$ cat config.mk
export PLATFORM = sky130hd
export DESIGN_NAME = hps_sqrt_pipe
export DESIGN_NICKNAME = d
export VERILOG_FILES = /design/src/rtl/hps_pkg.sv /design/src/rtl/hps_sqrt_pipe.sv
export SDC_FILE = /design/constraint.sdc
export NUM_CORES = 1
export LEC_CHECK = 0
export ABC_AREA = 1
export CELL_PAD_IN_SITES_DETAIL_PLACEMENT = 0
export CELL_PAD_IN_SITES_GLOBAL_PLACEMENT = 2
export CORE_AREA = 2 2 258 260
export CTS_BUF_LIST = sky130_fd_sc_hd__clkbuf_8
export CTS_CLUSTER_DIAMETER = 60
export CTS_CLUSTER_SIZE = 8
export DETAILED_ROUTE_END_ITERATION = 7
export DIE_AREA = 0 0 260 262
export DONT_BUFFER_PORTS = 1
export GPL_TIMING_DRIVEN = 0
export HOLD_SLACK_MARGIN = 0.12
export PLACE_DENSITY = 0.78
export SKIP_LAST_GASP = 1
export SYNTH_ARGS = -nofsm -noshare
export SYNTH_HDL_FRONTEND = slang
export SYNTH_SLANG_ARGS = --single-unit
$ cat constraint.sdc
create_clock -name clk_i -period 8.7 [get_ports clk_i]
set_clock_uncertainty 0.15 [all_clocks]
set_input_delay 2.61 -clock clk_i [delete_from_list [all_inputs] [get_ports clk_i]]
set_output_delay 2.61 -clock clk_i [all_outputs]
set_load 0.02 [all_outputs]
$ cat src/rtl/hps_pkg.sv
// ----------------------------------------------------------------------------
// hps_pkg
// Types, constants and the square-root step function of the hillshade shader.
// ----------------------------------------------------------------------------
`default_nettype none

package hps_pkg;

  localparam int ELEV_BITS   = 24;
  localparam int MAG_W       = 34;
  localparam int HALF_W      = MAG_W / 2;
  localparam int SQRT_STAGES = 4;
  localparam int SQRT_STEPS  = 16 / SQRT_STAGES;
  localparam int SQRT_W      = 34;
  localparam int CFG_IDX_W   = 2;
  localparam int CFG_DATA_W  = 24;
  localparam int PIPE_DEPTH  = 8 + 2 * SQRT_STAGES;

  typedef enum logic [CFG_IDX_W-1:0] {
    REG_SLOPE_GAIN = 2'd0,
    REG_SUN_SIN    = 2'd1,
    REG_SUN_COS    = 2'd2
  } cfg_reg_e;

  typedef struct packed {
    logic signed [ELEV_BITS-1:0] elev_upper_left;
    logic signed [ELEV_BITS-1:0] elev_lower_right;
    logic [7:0]                  base_red;
    logic [7:0]                  base_green;
    logic [7:0]                  base_blue;
  } in_t;

  typedef struct packed {
    logic [7:0] shaded_red;
    logic [7:0] shaded_green;
    logic [7:0] shaded_blue;
  } out_t;

  typedef struct packed {
    logic [23:0]        slope_gain;
    logic signed [15:0] sun_sin;
    logic signed [15:0] sun_cos;
  } cfg_t;

  typedef struct packed {
    logic [15:0] red;
    logic [15:0] green;
    logic [15:0] blue;
  } chan_k_t;

  typedef struct packed {
    logic [SQRT_W-1:0] v;
    logic [SQRT_W-1:0] r;
  } sqrt_st_t;

  // SQRT_STEPS digit steps of the restoring square root for pipeline stage stg
  function automatic sqrt_st_t sqrt_steps(sqrt_st_t st, int stg);
    sqrt_st_t          o;
    logic [SQRT_W-1:0] b;
    logic [SQRT_W-1:0] t;
    o = st;
    for (int i = 0; i < SQRT_STEPS; i++) begin
      b = SQRT_W'(1) << (2 * (15 - SQRT_STEPS * stg - i));
      t = o.r + b;
      if (o.v >= t) begin
        o.v = o.v - t;
        o.r = (o.r >> 1) + b;
      end else begin
        o.r = o.r >> 1;
      end
    end
    return o;
  endfunction

  function automatic logic [15:0] chan_k(logic [7:0] ch);
    return 16'd8192 + 16'(ch) * 16'd224;
  endfunction

  function automatic logic [7:0] chan_sat(logic [31:0] p);
    logic [8:0] v;
    v = p[31:23];
    return (v > 9'd255) ? 8'hff : v[7:0];
  endfunction

endpackage

`default_nettype wire

$ cat src/rtl/hps_sqrt_pipe.sv
// ----------------------------------------------------------------------------
// hps_sqrt_pipe
// Pipelined floor square root, 32-bit radicand, 16-bit root.
// ----------------------------------------------------------------------------
`default_nettype none

module hps_sqrt_pipe (
  input  wire logic        clk_i,
  input  wire logic        en_i,
  input  wire logic [31:0] value_i,
  output logic      [15:0] root_o
);

  hps_pkg::sqrt_st_t st_q [hps_pkg::SQRT_STAGES];
  hps_pkg::sqrt_st_t st_in;

  assign st_in.v = hps_pkg::SQRT_W'(value_i);
  assign st_in.r = '0;

  always_ff @(posedge clk_i) begin
    if (en_i) begin
      st_q[0] <= hps_pkg::sqrt_steps(st_in, 0);
      for (int k = 1; k < hps_pkg::SQRT_STAGES; k++) begin
        st_q[k] <= hps_pkg::sqrt_steps(st_q[k-1], k);
      end
    end
  end

  assign root_o = st_q[hps_pkg::SQRT_STAGES-1].r[15:0];

endmodule

`default_nettype wire

==> flow_metrics.tcl, run 1 <==
set metrics [dict create \
    critical-path-top-cell-by-count "nand2_1" \
    worstHoldStart "st_q[1][37]" \
    cts_tree "done" \
    core_area_sq_um 65300 \
    worst_hold_path_type "reg -> reg" \
    grt_util_all_layers_pct 21.2 \
    largest_family_of_logic_cells_by_synthesized_area "simple AND/OR/NAND/NOR gates" \
    top_reg_cell_synth "edfxtp_1" \
    synth_sequential_area_ratio_pct 22.0 \
    layout.nets 3439 \
    drtPass1Iterations 6 \
    gp_congestion 0.934 \
    die_y_microns 262 \
    timing.critical_path.required_ps 8830 \
    die_width_microns 260 \
    grt_overflow_total 0 \
    synth.mux.area_fraction_pct 0.103 \
    synth_cells 3131 \
    syn_area_per_cell_sq_um 6.19 \
    synth_top_cells_by_count "nand2_1 (953), inv_1 (448), nor2_1 (368)" \
    grt_antenna_before_repair 2 \
    number_of_cells_on_the_worst_reg_to_reg_path 49 \
    min_delay_worst_endpoint "st_q[2][37]" \
    timing.final.crit_share_pct 95.2 \
    tightest_slew_ps 673 \
    ys_async_sr_fraction_pct 0 \
    top_level_ports 50 \
    critPathLaunchType "flop" \
    yosys_register_bits 142 \
    crit_path_max_fanout 10 \
    detail_route.iter0.violations 1259 \
    cp_slowest_stage_delay_ps 420 \
    max_freq_ghz 0.121 \
    placed_area_sq_um 20500 \
    layout_min_cycle_time_ps 8280 \
    synth_adder_area_share_pct 10.4 \
    maximum_number_of_pins_on_one_net_before_global_route_repair 143 \
    finish.utilization_pct 34.1 \
    synth_area_leaders "edfxtp_1 (22%), nand2_1 (18%), ha_1 (10%)" \
    placement_rows 94 \
    final_setup_violations 0 \
    synth_cell_types 55 \
    cts_inserted_buffers 17 \
    final_layout_size_suffix_gt1_share_pct 11.4 \
    synth_enable_flop_cells 142 \
    routed_wirelength_mm 72.3 \
    post_drt_via_cell_ratio 4.95 \
    rsz0062_at_grt "true" \
    r2r_slack_ps 420 \
    cts-htree-levels 4 \
    yosysWarnings 0 \
    syn2layout_area_growth_pct 14.9 \
    max-slew-margin-rel_pct 55.0 \
    synthSimpleGateAreaFrac_pct 41.7 \
    wl_per_cell_microns 17.5 \
    final-max-slew-violation-count 0 \
    registers.top_by_ff_count "st_q" \
    number_of_routed_nets_with_antenna_violations 0 \
    synth_nets 3326 \
    die_area_sq_um 68100 \
    first_global_vias 19100 \
    port-buffer-count 0 \
    cts_max_path_buffers 2 \
    drc 0 \
    clkSinkCount 142 \
    place.detailed.hpwl_mm 60.2 \
    synthXorXnorAreaFrac_pct 5.42 \
    drv.max_cap_violation_count 0 \
    timing_worst_setup_path_type "reg -> reg" \
    worst_vdd_rail_ir_drop_mv 0.194 \
    finalHoldViolCount 0 \
    postLayoutCellArea_sq_um 22300 \
    cts_hold_buf 0 \
    power_per_cell_area_nw_per_um2 399 \
    worstHoldPathCells 0 \
    clk_transition_reported_paths_ps 110 \
    synth_top_cell_by_area "edfxtp_1" \
    cellLeakagePower_nw 10.3 \
    largest_registers "st_q x142" \
    yosysMostFrequentCell "nand2_1" \
    post_synthesis_instance_area_sq_um 19400 \
    dr_total_vias 20400 \
    largest_register_ff_count 142 \
    initial_utilization_pct 29.7 \
    critical-path-slowest-cell "edfxtp_1" \
    synth_top_area_share_pct 22.0 \
    cts-root-buf "clkbuf_8" \
    worstSkewPairLatency_ps 560 \
    total_power_mw 8.89 \
    rr_endpoint "st_q[2][54]" \
    synth_compound_area_share_pct 10.4 \
    worst_ep_arrival_time_ps 8410 \
    run_status "completed" \
    wire_length_of_the_first_global_routing_pass_mm 110 \
    timing.rr.start "st_q[1][23]" \
    worstSetupEndpointType "flop" \
]
## final cells by class
cell class                      count  area (sq um)
Inverter                          461          1770
Clock inverter                     15           190
Antenna cell                        1          2.50
Timing Repair Buffer               94           706
Multi-Input combinational cell   2497         13700
Buffer                             31           323
Clock buffer                       17           234
Fill cell                        7216         43000
Sequential cell                   142          4260
Tap cell                          864          1080
## how the worst max path moves through the flow
stage                            from           to  slack (ps)  depth (start not counted)
after floorplan            st_q[2][8]   st_q[3][0]        1060                         49
after global placement     st_q[2][8]   st_q[3][0]       -2750                         48
after detailed placement   st_q[2][8]   st_q[3][0]       -2660                         48
after CTS                 st_q[2][19]   st_q[3][0]           3                         47
after global routing       st_q[2][8]   st_q[3][0]        -100                         50
final                     st_q[1][23]  st_q[2][54]         420                         49
## cell usage in the layout (no fill, tap or decap), drive strengths merged, types with 2 or more instances in the layout
cell,n
o2111ai,3
xor2,55
nor4,7
o31ai,2
or4,2
buf,120
nor2,393
or2,14
nor3b,2
o21a,13
clkinvlp,5
o21ai,164
a21boi,3
clkbuf,22
ha,161
a31oi,7
o211ai,11
and3,5
nor3,49
inv,461
nand3,283
nand2,978
a21oi,146
clkinv,9
xnor2,65
edfxtp,142
nand3b,32
o21bai,9
nand4,77
mux2i,2
and2,7
## what timing repair did
action,4_1_cts,5_1_grt
resized for setup,119,85
hold endpoints to repair,0,0
cloned,0,1
pin swaps,25,24
setup endpoints to repair,29,46
buffers inserted,43,50
## through the flow
| stage | setup WS, ps | setup TNS, ps | std cells | hold WS, ps |
|---|---|---|---|---|
| 5_1_grt | -98.6 | -133 | 4122 | 313 |
| 3_5_place_dp | -2660 | -44150 | 3995 | 282 |
| 2_1_floorplan | 1060 | 0 | 3131 | 268 |
| 6_report | 419 | 0 | 4122 | 302 |
| 4_1_cts | 2.84 | 0 | 4070 | 304 |
| 3_3_place_gp | -2750 | -43990 | 3995 | 271 |
## metal layers
layer	track usage (%)	share of wire, %	wire length, microns
met1	28.3	47	33800
met2	35.2	46	33300
met3	3.06	4.7	3430
met4	6.29	2.3	1680
met5	0	0	0
## worst max-delay path, delay by kind of cell, from the launching register on
family | cells | cell delay, ps
buffers and inverters | 11 | 1610
adder cells (fa/ha/maj) | 4 | 1320
AO/OA/AOI/OAI | 5 | 840
flip-flops | 1 | 420
AND/OR/NAND/NOR | 29 | 3650
## report_power, final
| group | total [mW] | internal (mW) | switching, mW |
|---|---|---|---|
| registers | 1.19 | 1.02 | 0.168 |
| logic | 7.11 | 2.31 | 4.80 |
| clock network | 0.589 | 0.245 | 0.344 |
## kinds of logic (layout without fill, tap and decap cells)
group / count (synthesis) / after routing
compound gates: 363 / 363
xor+xnor: 120 / 120
flops: 142 / 142
mux: 2 / 2
other cells: 0 / 1
fa+ha+maj: 161 / 161
simple gates: 1851 / 1851
buf+inv: 492 / 618
No activity file was read; power rests on OpenSTA's default activity.
==> inputs of run 2 (changes only) <==
- PLACE_DENSITY: 0.78 -> 0.81
- clock period: 8.7 -> 7.4 ns (I/O delays scaled with it)
==> run 2 against run 1 <==
Effect of this change:
- clock power rose by 13%
- non-clock buffer count rose by 156
- largest cell class unchanged
- maximum frequency rose by 14%
- final area rose by 13%
- count of clock-buffer cells in the layout did not move
- utilization rose by 4.6 points
- worst setup slack got worse by 270 ps
- routed wire length rose by 1.6%
- sequential cell count did not move
- power rose by 30%
==> flow_metrics.tcl, run 2 (synthesized netlist as in run 1, its figures left out) <==
set metrics [dict create \
    layout_min_cycle_time_ps 7250 \
    die_width_microns 260 \
    first_global_vias 19800 \
    placement_rows 94 \
    timing.final.crit_share_pct 97.9 \
    cts-htree-levels 4 \
    r2r_slack_ps 150 \
    core_area_sq_um 65300 \
    initial_utilization_pct 29.7 \
    worstSkewPairLatency_ps 550 \
    drtPass1Iterations 6 \
    maximum_number_of_pins_on_one_net_before_global_route_repair 143 \
    place.detailed.hpwl_mm 58.0 \
    crit_buf_inv 14 \
    die_area_sq_um 68100 \
    timing.critical_path.required_ps 7540 \
    rsz0062_at_grt "true" \
    routed_wirelength_mm 73.5 \
    cellLeakagePower_nw 11.3 \
    placed_area_sq_um 20500 \
    worst_ep_arrival_time_ps 7390 \
    run_status "completed" \
    top_level_ports 50 \
    max_freq_ghz 0.138 \
    cp_slowest_stage_delay_ps 480 \
    number_of_routed_nets_with_antenna_violations 0 \
    syn2layout_area_growth_pct 30.4 \
    final_layout_size_suffix_gt1_share_pct 22.9 \
    layout_common_cells "nand2_1 (887), inv_1 (397), nor2_1 (324)" \
    wire_length_of_the_first_global_routing_pass_mm 111 \
    final-max-slew-violation-count 0 \
    worstSetupEndpointType "flop" \
    cts-root-buf "clkbuf_8" \
    gp_congestion 0.903 \
    rr_endpoint "st_q[3][0]" \
    wl_per_cell_microns 17.2 \
    drv.max_cap_violation_count 0 \
    power_per_cell_area_nw_per_um2 458 \
    most_common_cell_after_layout_fill_and_taps_aside "nand2_1" \
    timing_worst_setup_path_type "reg -> reg" \
    crit_path_max_fanout 6 \
    clk_transition_reported_paths_ps 100 \
    cts_tree "done" \
    port-buffer-count 0 \
    final_setup_violations 0 \
    postLayoutCellArea_sq_um 25300 \
    post_drt_via_cell_ratio 4.91 \
    grt_util_all_layers_pct 21.1 \
    layout.nets 3596 \
    clkSinkCount 142 \
    total_power_mw 11.6 \
    registers.top_by_ff_count "st_q" \
    critical-path-top-cell-by-count "buf_4" \
    cts_inserted_buffers 17 \
    die_y_microns 262 \
    critPathLaunchType "flop" \
    worst_vdd_rail_ir_drop_mv 0.257 \
    largest_register_ff_count 142 \
    dr_total_vias 21000 \
    timing.final.ws_setup_ps 152 \
    drc 0 \
    largest_registers "st_q x142" \
    cp_launch_point "st_q[2][43]" \
    tightest_slew_ps 659 \
    cp-endpoint "st_q[3][0]" \
    finalHoldViolCount 0 \
    cts_hold_buf 0 \
    timing.rr.start "st_q[2][43]" \
    place_ws_ps -3130 \
    critical-path-slowest-cell "edfxtp_1" \
    worst_hold_path_type "reg -> reg" \
    grt_overflow_total 0 \
    cts_max_path_buffers 2 \
    max-slew-margin-rel_pct 55.6 \
    worst_path_dominant_cell_family "simple AND/OR/NAND/NOR gates" \
    finish.utilization_pct 38.7 \
    detail_route.iter0.violations 1342 \
    number_of_cells_on_the_worst_reg_to_reg_path 48 \
    crit_cells 48 \
    grt_antenna_before_repair 2 \
]
[run 2: stage by stage]
step | hold WS, ps | std cells | setup TNS (ps)
4_1_cts | 299 | 4183 | -20.8
5_1_grt | 309 | 4279 | -708
3_3_place_gp | 272 | 3995 | -89830
2_1_floorplan | 268 | 3131 | 0
3_5_place_dp | 279 | 3995 | -88930
6_report | 298 | 4279 | 0
[run 2: metal layers]
metal / share of wire [%] / GRT usage (%) / vias to the layer above
li1: - / - / 10800
met1: 48 / 29.0 / 9691
met2: 46 / 34.8 / 432
met3: 3.9 / 2.37 / 71
met4: 2.2 / 6.00 / 0
met5: 0 / 0 / -
[run 2: worst min path at each step]
stage,slack [ps],to,startpoint,cells past startpoint
floorplan,270,st_q[2][37],st_q[1][37],0
CTS,300,st_q[2][37],st_q[1][37],0
detailed placement,280,st_q[2][37],st_q[1][37],0
global route,310,st_q[2][38],st_q[1][38],0
finish,300,st_q[2][38],st_q[1][38],0
global placement,270,st_q[2][37],st_q[1][37],0
[run 2: timing repair]
item,in CTS,in global routing
setup buffers,153,92
cloned,3,6
gates resized for setup,362,232
pin swaps,91,122
hold endpoints to repair,0,0
endpoints found under the setup margin,56,58
[run 2: power by group]
group	internal (mW)	switching [mW]	total (mW)
clock	0.282	0.386	0.668
sequential	1.20	0.205	1.41
combinational	3.40	6.12	9.52
total	4.88	6.71	11.6
[run 2: cell type report]
class,instances,area (sq um)
Fill cell,7068,40000
Buffer,28,392
Timing Repair inverter,1,8.76
Multi-Input combinational cell,2497,15300
Timing Repair Buffer,253,2020
Antenna cell,1,2.50
Sequential cell,142,4260
Clock buffer,17,234
Inverter,461,1810
Clock inverter,15,171
Tap cell,864,1080
