$ cat src/rtl/hps_pkg.sv
// ----------------------------------------------------------------------------
// hps_pkg
// Types, constants and the square-root step function of the hillshade shader.
// ----------------------------------------------------------------------------
`default_nettype none

package hps_pkg;

  localparam int ELEV_BITS   = 24;
  localparam int MAG_W       = 34;
  localparam int HALF_W      = MAG_W / 2;
  localparam int SQRT_STAGES = 4;
  localparam int SQRT_STEPS  = 16 / SQRT_STAGES;
  localparam int SQRT_W      = 34;
  localparam int CFG_IDX_W   = 2;
  localparam int CFG_DATA_W  = 24;
  localparam int PIPE_DEPTH  = 8 + 2 * SQRT_STAGES;

  typedef enum logic [CFG_IDX_W-1:0] {
    REG_SLOPE_GAIN = 2'd0,
    REG_SUN_SIN    = 2'd1,
    REG_SUN_COS    = 2'd2
  } cfg_reg_e;

  typedef struct packed {
    logic signed [ELEV_BITS-1:0] elev_upper_left;
    logic signed [ELEV_BITS-1:0] elev_lower_right;
    logic [7:0]                  base_red;
    logic [7:0]                  base_green;
    logic [7:0]                  base_blue;
  } in_t;

  typedef struct packed {
    logic [7:0] shaded_red;
    logic [7:0] shaded_green;
    logic [7:0] shaded_blue;
  } out_t;

  typedef struct packed {
    logic [23:0]        slope_gain;
    logic signed [15:0] sun_sin;
    logic signed [15:0] sun_cos;
  } cfg_t;

  typedef struct packed {
    logic [15:0] red;
    logic [15:0] green;
    logic [15:0] blue;
  } chan_k_t;

  typedef struct packed {
    logic [SQRT_W-1:0] v;
    logic [SQRT_W-1:0] r;
  } sqrt_st_t;

  // SQRT_STEPS digit steps of the restoring square root for pipeline stage stg
  function automatic sqrt_st_t sqrt_steps(sqrt_st_t st, int stg);
    sqrt_st_t          o;
    logic [SQRT_W-1:0] b;
    logic [SQRT_W-1:0] t;
    o = st;
    for (int i = 0; i < SQRT_STEPS; i++) begin
      b = SQRT_W'(1) << (2 * (15 - SQRT_STEPS * stg - i));
      t = o.r + b;
      if (o.v >= t) begin
        o.v = o.v - t;
        o.r = (o.r >> 1) + b;
      end else begin
        o.r = o.r >> 1;
      end
    end
    return o;
  endfunction

  function automatic logic [15:0] chan_k(logic [7:0] ch);
    return 16'd8192 + 16'(ch) * 16'd224;
  endfunction

  function automatic logic [7:0] chan_sat(logic [31:0] p);
    logic [8:0] v;
    v = p[31:23];
    return (v > 9'd255) ? 8'hff : v[7:0];
  endfunction

endpackage

`default_nettype wire

$ cat src/rtl/hps_cfg_regs.sv
// ----------------------------------------------------------------------------
// hps_cfg_regs
// Configuration registers: slope gain and sun angle sine and cosine.
// ----------------------------------------------------------------------------
`default_nettype none

module hps_cfg_regs (
  input  wire logic                            clk_i,
  input  wire logic                            rst_ni,
  input  wire logic                            wr_en_i,
  input  wire logic [hps_pkg::CFG_IDX_W-1:0]   wr_index_i,
  input  wire logic [hps_pkg::CFG_DATA_W-1:0]  wr_data_i,
  output hps_pkg::cfg_t                        cfg_o
);

  hps_pkg::cfg_t cfg_q;

  always_ff @(posedge clk_i or negedge rst_ni) begin
    if (!rst_ni) begin
      cfg_q.slope_gain <= 24'd46478;
      cfg_q.sun_sin    <= 16'sd23170;
      cfg_q.sun_cos    <= 16'sd23170;
    end else if (wr_en_i) begin
      unique case (wr_index_i)
        hps_pkg::REG_SLOPE_GAIN: cfg_q.slope_gain <= wr_data_i;
        hps_pkg::REG_SUN_SIN:    cfg_q.sun_sin    <= wr_data_i[15:0];
        hps_pkg::REG_SUN_COS:    cfg_q.sun_cos    <= wr_data_i[15:0];
        default: ;
      endcase
    end
  end

  assign cfg_o = cfg_q;

endmodule

`default_nettype wire

$ cat config.mk
export PLATFORM = sky130hd
export DESIGN_NAME = hps_cfg_regs
export DESIGN_NICKNAME = d
export VERILOG_FILES = /design/src/rtl/hps_pkg.sv /design/src/rtl/hps_cfg_regs.sv
export SDC_FILE = /design/constraint.sdc
export NUM_CORES = 1
export LEC_CHECK = 0
export ABC_AREA = 1
export BUFFER_PORTS_ARGS = -buffer_cell sky130_fd_sc_hd__buf_4
export CORE_ASPECT_RATIO = 0.5
export CORE_MARGIN = 3
export CORE_UTILIZATION = 41
export CTS_CLUSTER_DIAMETER = 50
export DETAILED_ROUTE_END_ITERATION = 16
export PLACE_DENSITY_LB_ADDON = 0.08
export SYNTH_ARGS = -nofsm -noshare
export SYNTH_HDL_FRONTEND = slang
export SYNTH_SLANG_ARGS = --single-unit
export TNS_END_PERCENT = 10
$ cat constraint.sdc
create_clock -name clk_i -period 0.8 [get_ports clk_i]
set_clock_uncertainty 0.1 [all_clocks]
set_input_delay 0.12 -clock clk_i [delete_from_list [all_inputs] [get_ports clk_i]]
set_output_delay 0.12 -clock clk_i [all_outputs]
set_load 0.005 [all_outputs]
==> summary.md, run 1 <==
| Metric | Value |
|---|---|
| Leakage power | `0.00185 uW` |
| R2R Setup Slk | `-0.09 ns` |
| Die area | `6630 sq um` |
| Initial Util | `44.6%` |
| Synth area leader | `dfrtp_1` |
| Power density over cell area | `2210 nW/um^2` |
| Final ANT Viol Nets | `0` |
| HPWL Detailed | `4320 um` |
| Cts hold-fix bufs | `4` |
| Slew Limit Headroom | `81.4%` |
| Nets@finish | `374` |
| Final Hold Fails | `64` |
| Clk network pwr share | `28.0%` |
| Clk sink count | `56` |
| Residual DRC count | `0` |
| P_int | `5720 uW` |
| GRT Residual Overflow | `0` |
| Synth Flop Type | `dfrtp_1` |
| TritonRoute pass-1 iters | `4` |
| Number of cells on the critical path | `1` |
| # fillers | `434` |
| Clock slew seen by the registers of the worst setup and hold paths | `0.07 ns` |
| I/O pin cnt | `85` |
| Largest register FFs | `56` |
| CP peak stage delay | `0.56 ns` |
| Syn avg cell area | `9.32 sq um` |
| Switch Pwr | `2090 uW` |
| Tcrit/Tclk final | `145%` |
| Yosys top cell area share | `37.9%` |
| Initial antenna violation count | `0` |
| Crit-path slowest cell | `dfstp_2` |
| Sequential Power Share | `47.9%` |
| Number of buffers added on ports | `84` |
| H-tree levels | `2` |
| Fmax achieved | `863 MHz` |
| Type of the worst setup path | `reg2out` |
| Most common cell in the netlist | `nand2_1` |
| Die Ht | `59.1 um` |
| Final TNS setup | `-15.49 ns` |
| Final setup violation count | `65` |
| Worst hold slack | `-0.110 ns` |
| Iter 0 DRT Violations | `122` |
| Mapped cell area | `2310 sq um` |
| Yosys synthesis warning count | `0` |
| CP bufs+invs | `1` |
| Worst r2r path cells | `3` |
| Max-Cap Viols | `0` |
| Placed Instances | `403` |
| Row count | `18` |
| Critical Path Source Type | `register` |
| Synth cell count leaders | `nand2_1 (113), dfrtp_1 (35), nand4_1 (32), nand3_1 (24), dfstp_2 (21)` |
| Slew @ Worst Pin | `0.279 ns` |
| Synth Instances | `248` |
| Crit path DAT | `0.94 ns` |
| Clock Tree Buf Depth | `2` |
| Post-Syn Nets | `277` |
| Critical Path End Type | `output pin` |
| CTS tree | `built` |
| Reg2reg end | `cfg_o[12]` |
| Post-synth EDFFs | `0` |
| Worst path cell trace | `buf_6` |
| Failing checks | `hold timing, setup timing` |
| Highest net fanout along the worst path | `2` |
| Die width | `112 um` |
| Layout area overhead | `53.0%` |
| Worst r2r src | `cfg_o[12]` |
| First-pass GRT wire length | `10200 um` |
| Avg WL per Cell | `14.7 um` |
| Status | `finished, violations left` |
| Post-synth ARST share | `100%` |
| GRT Total Usage | `19.6%` |
| Post-synthesis sequential area ratio | `61.8%` |
| Non-filler cells, final | `416` |
| Share of layout cells above drive strength 1 | `39.9%` |
| Sw Ratio | `26.7%` |
| Yosys reg bits | `56` |
| Largest net degree at the start of global routing | `57` |
| Comb pwr share | `24.1%` |
| Yosys cell types | `12` |
| Total wire length | `6120 um` |
| Ant. Diodes | `0` |
| Setup ws final | `-0.359 ns` |
| DR vias | `2109` |
| Peak VDD IR | `1240 uV` |
| Clk_lat worst skew | `0.29 ns` |
| Critical path required time | `0.58 ns` |
| Root buffer cell | `clkbuf_16` |
| Inserted Clock Buffers | `5` |
| Core Area | `5180 sq um` |
| Pins Over Slew Limit | `0` |
| Vias per inst | `5.07` |
| Min Tclk post-route | `1.16 ns` |
| Hold crit path type | `in2async` |
| Gp weighted congestion | `0.797` |
| Crit-path leading delay family | `flip-flops` |
| Largest cells by area after synthesis | `dfrtp_1 (38%), dfstp_2 (24%), nand2_1 (18%)` |
| RSZ-0062 raised after global routing | `yes` |
| Vias in the first global route | `2040` |
==> layer usage <==
| metal | GRT usage [%] | share of wire [%] |
|---|---|---|
| met2 | 31.2 | 47 |
| met3 | 4.59 | 7.4 |
| met1 | 27.3 | 44 |
| met4 | 5.82 | 1.2 |
| met5 | 0 | 0 |
==> repair_timing <==
action,in CTS,in global routing
gates cloned,0,0
endpoints found under the setup margin,66,82
endpoints found under the hold margin,92,54
buffers inserted,0,1
pin swaps,7,2
gates resized for setup,41,10
==> layout by cell type, fill, tap and decap left out, drive strengths merged <==
cell	instances
nand2	113
buf	104
dfrtp	35
nand4	32
nand3	26
dfstp	21
clkbuf	6
dlymetal6s4s	4
inv	2
nor2	1
clkinv	1
clkinvlp	1
==> cell families (layout without fill, tap and decap cells) <==
group | count (synthesis) | count (layout) | share of synthesized area [%]
buffers and inverters | 20 | 118 | 4.66
DFF | 56 | 56 | 61.8
and+or+nand+nor | 172 | 172 | 33.6
==> worst reg2reg max path: stages (launching register included) <==
cell	delay [ns]
dfstp_2	0.53
buf_4	0.10
nand2_1	0.04
nand2_1	0.06
==> metrics by stage <==
stage	area (sq um)	util, %	power (uW)	worst slack, ns
3_5_place_dp	3150	60.8	5370	-0.201
6_report	3530	68.2	7810	-0.359
3_3_place_gp	3150	60.8	5330	-0.167
4_1_cts	3490	67.4	7840	-0.370
2_1_floorplan	2360	-	4260	-0.143
5_1_grt	3530	68.2	8230	-0.390
==> power groups by stage <==
stage                     Clock, uW  Combinational [uW]  Sequential [uW]
after detailed placement          0                1650             3710
after global placement            0                1620             3710
final                          2190                1880             3740
after CTS                      2240                1870             3740
after global routing           2360                2070             3800
after floorplan                   0                 533             3720
==> worst max path at each step <==
| stage | start | end | slack (ns) |
|---|---|---|---|
| 6_report | cfg_o[40] | cfg_o[40] | -0.36 |
| 5_1_grt | cfg_o[42] | cfg_o[42] | -0.39 |
| 4_1_cts | cfg_o[40] | cfg_o[40] | -0.37 |
| 3_5_place_dp | wr_index_i[0] | cfg_o[55] | -0.20 |
| 3_3_place_gp | wr_index_i[0] | cfg_o[54] | -0.17 |
| 2_1_floorplan | wr_index_i[0] | cfg_o[32] | -0.14 |
==> area by class of cell <==
type	instances	area, sq um	share of cell area [%]
flip-flops and latches	56	1430	40.4
clock inverters	2	16.3	0.460
inverters	2	7.51	0.212
repair buffers	108	1070	30.4
well taps	70	87.6	2.48
multi-input cells	172	793	22.4
clock buffers	6	129	3.65
Power figures use the tool's default switching activity.
==> inputs of run 2 (changes only) <==
- HOLD_SLACK_MARGIN: not set -> 0.12
==> run 2 against run 1 <==
Effect of this change:
- the flow still finishes with violations (hold timing, setup timing)
- non-clock buffer count shrank 3
- maximum frequency is 0.14% lower
- final area down 1.2%
- largest cell class unchanged
- via count unchanged
- die area unchanged
- core utilization decreased by 0.80 points
- sequential share of layout area up 0.48 points
- register-to-register slack hardly changed
- power shrank 0.32%
- clock power is essentially flat
- worst setup slack lost 0.0016 ns
- worst hold slack lost 0.0028 ns
==> summary.md, run 2 (synthesis gave the netlist of run 1 again) <==
| Metric | Value |
|---|---|
| Max-Cap Viols | `0 (unchanged)` |
| First-pass GRT wire length | `10100 um (-1.1%)` |
| Hold crit path type | `in2async` |
| Core Area | `5180 sq um (unchanged)` |
| Leakage power | `0.00181 uW (-2.2%)` |
| Gp weighted congestion | `0.797 (unchanged)` |
| Total wire length | `6050 um (-1.2%)` |
| Inserted Clock Buffers | `5 (unchanged)` |
| Slew @ Worst Pin | `0.280 ns (+0.00110 ns)` |
| Clk_lat worst skew | `0.29 ns (about the same)` |
| Commonest non-fill, non-tap cell in the layout | `nand2_1` |
| Critical path required time | `0.58 ns (about the same)` |
| Cts hold-fix bufs | `1 (-3)` |
| Clk network pwr share | `28.1% (about the same)` |
| Nets@finish | `371 (-0.80%)` |
| Crit-path leading delay family | `flip-flops` |
| Clk sink count | `56 (unchanged)` |
| Power density over cell area | `2230 nW/um^2 (+0.85%)` |
| I/O pin cnt | `85 (unchanged)` |
| Initial Util | `44.6% (unchanged)` |
| Failing checks | `hold timing, setup timing` |
| Critical Path End Type | `output pin` |
| Worst path cell trace | `buf_6` |
| Util after Layout | `67.4% (-0.80 points)` |
| Comb pwr share | `23.9% (-0.2 points)` |
| Peak VDD IR | `1280 uV (+3.5%)` |
| Worst hold slack | `-0.113 ns (-0.00279 ns)` |
| P_int | `5710 uW (-0.30%)` |
| TritonRoute pass-1 iters | `4 (unchanged)` |
| Setup ws final | `-0.361 ns (-0.00159 ns)` |
| CP peak stage delay | `0.56 ns (about the same)` |
| Row count | `18 (unchanged)` |
| Critical Path Source Type | `register` |
| Number of buffers added on ports | `84 (unchanged)` |
| CP bufs+invs | `1 (unchanged)` |
| Initial antenna violation count | `0 (unchanged)` |
| GRT Residual Overflow | `0 (unchanged)` |
| Final setup violation count | `64 (-1.5%)` |
| Vias per inst | `5.11 (+0.73%)` |
| Highest net fanout along the worst path | `2 (unchanged)` |
| Residual DRC count | `0 (unchanged)` |
| Largest net degree at the start of global routing | `57 (unchanged)` |
| Share of layout cells above drive strength 1 | `40.2% (+0.35 points)` |
| Min Tclk post-route | `1.16 ns (+0.00159 ns)` |
| Final Hold Fails | `68 (+6.3%)` |
| Largest register FFs | `56 (unchanged)` |
| GRT Total Usage | `19.4% (-0.23 points)` |
| Sw Ratio | `26.7% (about the same)` |
| Pins Over Slew Limit | `0 (unchanged)` |
| Commonest non-fill, non-tap cells in the layout | `nand2_1 (112), buf_4 (54), buf_6 (45)` |
| Iter 0 DRT Violations | `116 (-4.9%)` |
| Die area | `6630 sq um (unchanged)` |
| Crit path DAT | `0.94 ns (about the same)` |
| Tcrit/Tclk final | `145% (+0.20 points)` |
| Ant. Diodes | `0 (unchanged)` |
| Layout area overhead | `51.2%` |
| Clock Tree Buf Depth | `2 (unchanged)` |
| Sequential Power Share | `48.1% (+0.2 points)` |
| Fmax achieved | `861 MHz (-0.14%)` |
| H-tree levels | `2 (unchanged)` |
| Final ANT Viol Nets | `0 (unchanged)` |
| Type of the worst setup path | `reg2out` |
| Clock slew seen by the registers of the worst setup and hold paths | `0.07 ns (about the same)` |
| RSZ-0062 raised after global routing | `yes` |
| Switch Pwr | `2080 uW (-0.38%)` |
| Die width | `112 um (unchanged)` |
| Vias in the first global route | `2017 (-1.1%)` |
| Slew Limit Headroom | `81.3% (about the same)` |
| Avg WL per Cell | `14.6 um (-0.49%)` |
| Crit-path slowest cell | `dfstp_2` |
| Root buffer cell | `clkbuf_16` |
| Status | `finished, violations left` |
| DR vias | `2109 (unchanged)` |
| CTS tree | `built` |
| Die Ht | `59.1 um (unchanged)` |
| HPWL Detailed | `4320 um (unchanged)` |
==> run 2: path summary, 6_finish.rpt <==
kind	end	cells past startpoint	slack, ns	from
min in group clk_i	cfg_o[51]	3	-0.05	wr_data_i[19]
hold reg to reg	cfg_o[11]	2	0.36	cfg_o[11]
hold / removal	cfg_o[10]	3	-0.11	rst_ni
setup / recovery	cfg_o[40]	1	-0.36	cfg_o[40]
setup reg to reg	cfg_o[12]	3	-0.09	cfg_o[12]
max in group asynchronous	cfg_o[34]	3	0.41	rst_ni
==> run 2: repair_timing <==
action / 4_1_cts / 5_1_grt
gates cloned: 0 / 0
resized for setup: 41 / 6
hold endpoints to repair: 112 / 91
setup buffers: 0 / 1
endpoints found under the setup margin: 66 / 82
pin swaps: 7 / 1
==> run 2: per-layer routing <==
metal	GRT usage [%]	vias to the layer above	wire, um
li1	-	1017	-
met1	27.2	1000	2730
met2	30.4	83	2810
met3	4.59	9	429
met4	5.82	0	76
met5	0	-	0
==> run 2: layout make-up <==
cell class / count / area, sq um
Inverter: 2 / 7.51
Sequential cell: 56 / 1430
Timing Repair Buffer: 105 / 1030
Clock buffer: 6 / 129
Multi-Input combinational cell: 172 / 793
Fill cell: 432 / 1690
Tap cell: 70 / 87.6
Clock inverter: 2 / 16.3
==> run 2: power groups by stage <==
stage               sequential (uW)  combinational [uW]  clock (uW)
global placement               3710                1620           0
CTS                            3740                1850        2240
global route                   3800                2050        2360
detailed placement             3710                1650           0
floorplan                      3720                 533           0
finish                         3740                1860        2180
==> run 2: metrics by stage <==
step           instance area, sq um  TNS (ns)  std cells  total power, uW  worst slack (ns)
3_5_place_dp                   3150     -8.15        403             5370            -0.201
5_1_grt                        3490    -17.56        413             8200            -0.390
2_1_floorplan                  2360     -4.66        248             4260            -0.143
4_1_cts                        3460    -15.88        412             7830            -0.370
3_3_place_gp                   3150     -7.34        403             5330            -0.167
6_report                       3490    -15.50        413             7780            -0.361
==> inputs of run 3 (changes only) <==
- ABC_AREA: 1 -> not set
- HOLD_SLACK_MARGIN: 0.12 -> not set
==> run 3 against run 2 <==
Effect of this change:
- power is 1.5% lower
- clock power is 28% lower
- global-route usage is 3.4 points lower
- first-iteration DRC count is 78% lower
- critical path type unchanged
- largest cell class unchanged
- largest power group unchanged
- the run still ends with hold timing, setup timing left
==> summary.md, run 3 <==
| Metric | Value |
|---|---|
| Setup ws final | `-0.373 ns (-0.0124 ns)` |
| I/O pin cnt | `85 (unchanged)` |
| Layout area overhead | `55.6%` |
| Largest cells by area after synthesis | `dfrtp_1 (41%), mux2_2 (29%), dfstp_2 (26%)` |
| Core Area | `4700 sq um (-9.3%)` |
| First-pass GRT wire length | `7690 um (-24%)` |
| Leakage power | `0.00157 uW (-13%)` |
| Synth cell count leaders | `mux2_2 (55), dfrtp_1 (35), dfstp_2 (21), buf_4 (3), nand3b_2 (2)` |
| Commonest non-fill, non-tap cell in the layout | `buf_6` |
| Yosys synthesis warning count | `0 (unchanged)` |
| Syn avg cell area | `17.9 sq um (+93%)` |
| Comb pwr share | `28.7% (+4.8 points)` |
| Critical Path Source Type | `register` |
| Share of layout cells above drive strength 1 | `83.4% (+43 points)` |
| Type of the worst setup path | `reg2out` |
| Clk_lat worst skew | `0.30 ns (about the same)` |
| Status | `finished, violations left` |
| Total wire length | `4610 um (-24%)` |
| Worst hold slack | `-0.0592 ns (+0.0541 ns)` |
| Slew @ Worst Pin | `0.193 ns (-0.0869 ns)` |
| Switch Pwr | `1840 uW (-11%)` |
| Synth Flop Type | `dfrtp_1` |
| Die Ht | `57.0 um (-3.5%)` |
| Root buffer cell | `clkbuf_8` |
| Vias in the first global route | `1469 (-27%)` |
| GRT Total Usage | `15.9% (-3.4 points)` |
| Largest register FFs | `56 (unchanged)` |
| Multi-input gate area | `769 sq um (-3.0%)` |
| Final TNS setup | `-20.90 ns (-5.40 ns)` |
| Die area | `6160 sq um (-7.0%)` |
| Critical Path End Type | `output pin` |
| GRT Residual Overflow | `0 (unchanged)` |
| Ant. Diodes | `0 (unchanged)` |
| Reg area | `1430 sq um (unchanged)` |
| Post-synthesis sequential area ratio | `66.8% (+5.1 points)` |
| Worst path cell trace | `buf_6` |
| Sw Ratio | `24.1% (-2.6 points)` |
| Yosys cell types | `8 (-4)` |
| Gp weighted congestion | `0.738 (-7.3%)` |
| HPWL Detailed | `3250 um (-25%)` |
| R2R Setup Slk | `-0.14 ns (-0.05 ns)` |
| Non-filler cells, final | `283 (-31%)` |
| Synth Instances | `119 (-52%)` |
| Post-Syn Nets | `148 (-47%)` |
| Cts hold-fix bufs | `1 (unchanged)` |
| CTS tree | `built` |
| Nets@finish | `245 (-34%)` |
| Synth area leader | `dfrtp_1` |
| TritonRoute pass-1 iters | `4 (unchanged)` |
| Largest net degree at the start of global routing | `25 (-56%)` |
| Critical path required time | `0.58 ns (about the same)` |
| CP bufs+invs | `1 (unchanged)` |
| Slew Limit Headroom | `87.1% (+5.8 points)` |
| Final ANT Viol Nets | `0 (unchanged)` |
| Placed Instances | `272 (-33%)` |
| Yosys top cell area share | `41.0% (+3.1 points)` |
| Post-synth EDFFs | `0 (unchanged)` |
| Crit-path slowest cell | `dfstp_2` |
| Final setup violation count | `112 (+75%)` |
| Dpl ws | `-0.495 ns (-0.294 ns)` |
| Peak VDD IR | `1070 uV (-16%)` |
| Iter 0 DRT Violations | `25 (-78%)` |
| Vias per inst | `4.88 (-4.4%)` |
| Clk network pwr share | `20.4% (-7.7 points)` |
| Inserted Clock Buffers | `5 (unchanged)` |
| Hold crit path type | `in2reg` |
| DR vias | `1382 (-34%)` |
| Yosys reg bits | `56 (unchanged)` |
| P_int | `5820 uW (+2.0%)` |
| Avg WL per Cell | `16.3 um (+11%)` |
| CP peak stage delay | `0.55 ns (about the same)` |
| Final Hold Fails | `56 (-18%)` |
| Fmax achieved | `852 MHz (-1.1%)` |
| Power density over cell area | `2310 nW/um^2 (+3.5%)` |
| Highest net fanout along the worst path | `2 (unchanged)` |
| Tcrit/Tclk final | `147% (+1.6 points)` |
| Initial antenna violation count | `0 (unchanged)` |
| RSZ-0062 raised after global routing | `yes` |
| Sequential Power Share | `50.9% (+2.8 points)` |
| Failing checks | `hold timing, setup timing` |
| Clock slew seen by the registers of the worst setup and hold paths | `0.10 ns (+0.03 ns)` |
| Pins Over Slew Limit | `0 (unchanged)` |
| Row count | `17 (-1)` |
| Residual DRC count | `0 (unchanged)` |
| Crit path DAT | `0.95 ns (about the same)` |
| Crit-path leading delay family | `flip-flops` |
| Initial Util | `45.4% (+0.82 points)` |
| Max-Cap Viols | `0 (unchanged)` |
| Clk sink count | `56 (unchanged)` |
| Min Tclk post-route | `1.17 ns (+0.0124 ns)` |
| Mapped cell area | `2140 sq um (-7.6%)` |
| # fillers | `337 (-22%)` |
| Post-synth ARST share | `100% (unchanged)` |
| Most common cell in the netlist | `mux2_2` |
| Clock Tree Buf Depth | `2 (unchanged)` |
| Commonest non-fill, non-tap cells in the layout | `buf_6 (46), buf_4 (41), dfrtp_1 (35)` |
| Number of buffers added on ports | `84 (unchanged)` |
| Die width | `108 um (-3.7%)` |
| H-tree levels | `2 (unchanged)` |
-- run 3: cell type report --
cell class	count	share of cell area, %
clock buffer	6	2.48
clock inverter	2	0.301
multi-input combinational	59	23.2
sequential	56	43.0
tap	66	2.48
timing repair buffer	94	28.6
-- run 3: timing repair --
action	4_1_cts	5_1_grt
pin swaps	0	0
endpoints found under the hold margin	112	56
endpoints found under the setup margin	112	112
gates resized for setup	42	21
buffers inserted	2	0
-- run 3: logic make-up after synthesis --
group	after synthesis	share of synthesized area [%]
buffers and inverters	4	1.70
DFF	56	66.8
muxes	56	29.5
and+or+nand+nor	3	1.93
-- run 3: worst paths after layout --
| path | from | cells after the start | endpoint |
|---|---|---|---|
| setup / recovery | cfg_o[1] | 1 | cfg_o[1] |
| hold / removal | wr_data_i[17] | 2 | cfg_o[49] |
| setup reg to reg | cfg_o[45] | 2 | cfg_o[45] |
| hold reg to reg | cfg_o[2] | 1 | cfg_o[2] |
| max in group asynchronous | rst_ni | 3 | cfg_o[34] |
| min in group asynchronous | rst_ni | 2 | cfg_o[15] |
-- run 3: stage by stage --
step | hold slack [ns] | utilization [%] | cell area (sq um) | total power, uW
floorplan | -0.276 | - | 2180 | 4480
global placement | -0.127 | 63.2 | 2970 | 5650
detailed placement | -0.128 | 63.2 | 2970 | 5700
CTS | -0.0675 | 69.0 | 3240 | 7610
global route | -0.0812 | 70.7 | 3320 | 8090
finish | -0.0592 | 70.7 | 3320 | 7670
-- run 3: routing by layer --
metal  vias to the layer above  routed length (um)  part of all wire [%]  track usage (%)
met5                         -                   0                     0                0
met4                         0                  15                  0.33             2.70
met3                         5                 406                   8.8             6.89
met2                        49                2170                    47             24.7
met1                       710                2020                    44             21.3
li1                        618                   -                     -                -
-- run 3: power groups by stage --
stage	registers (uW)	logic [uW]	clock network, uW
final	3900	2200	1570
after global routing	3990	2350	1760
after CTS	3880	2110	1620
after detailed placement	3860	1840	0
after global placement	3840	1810	0
after floorplan	3860	620	0
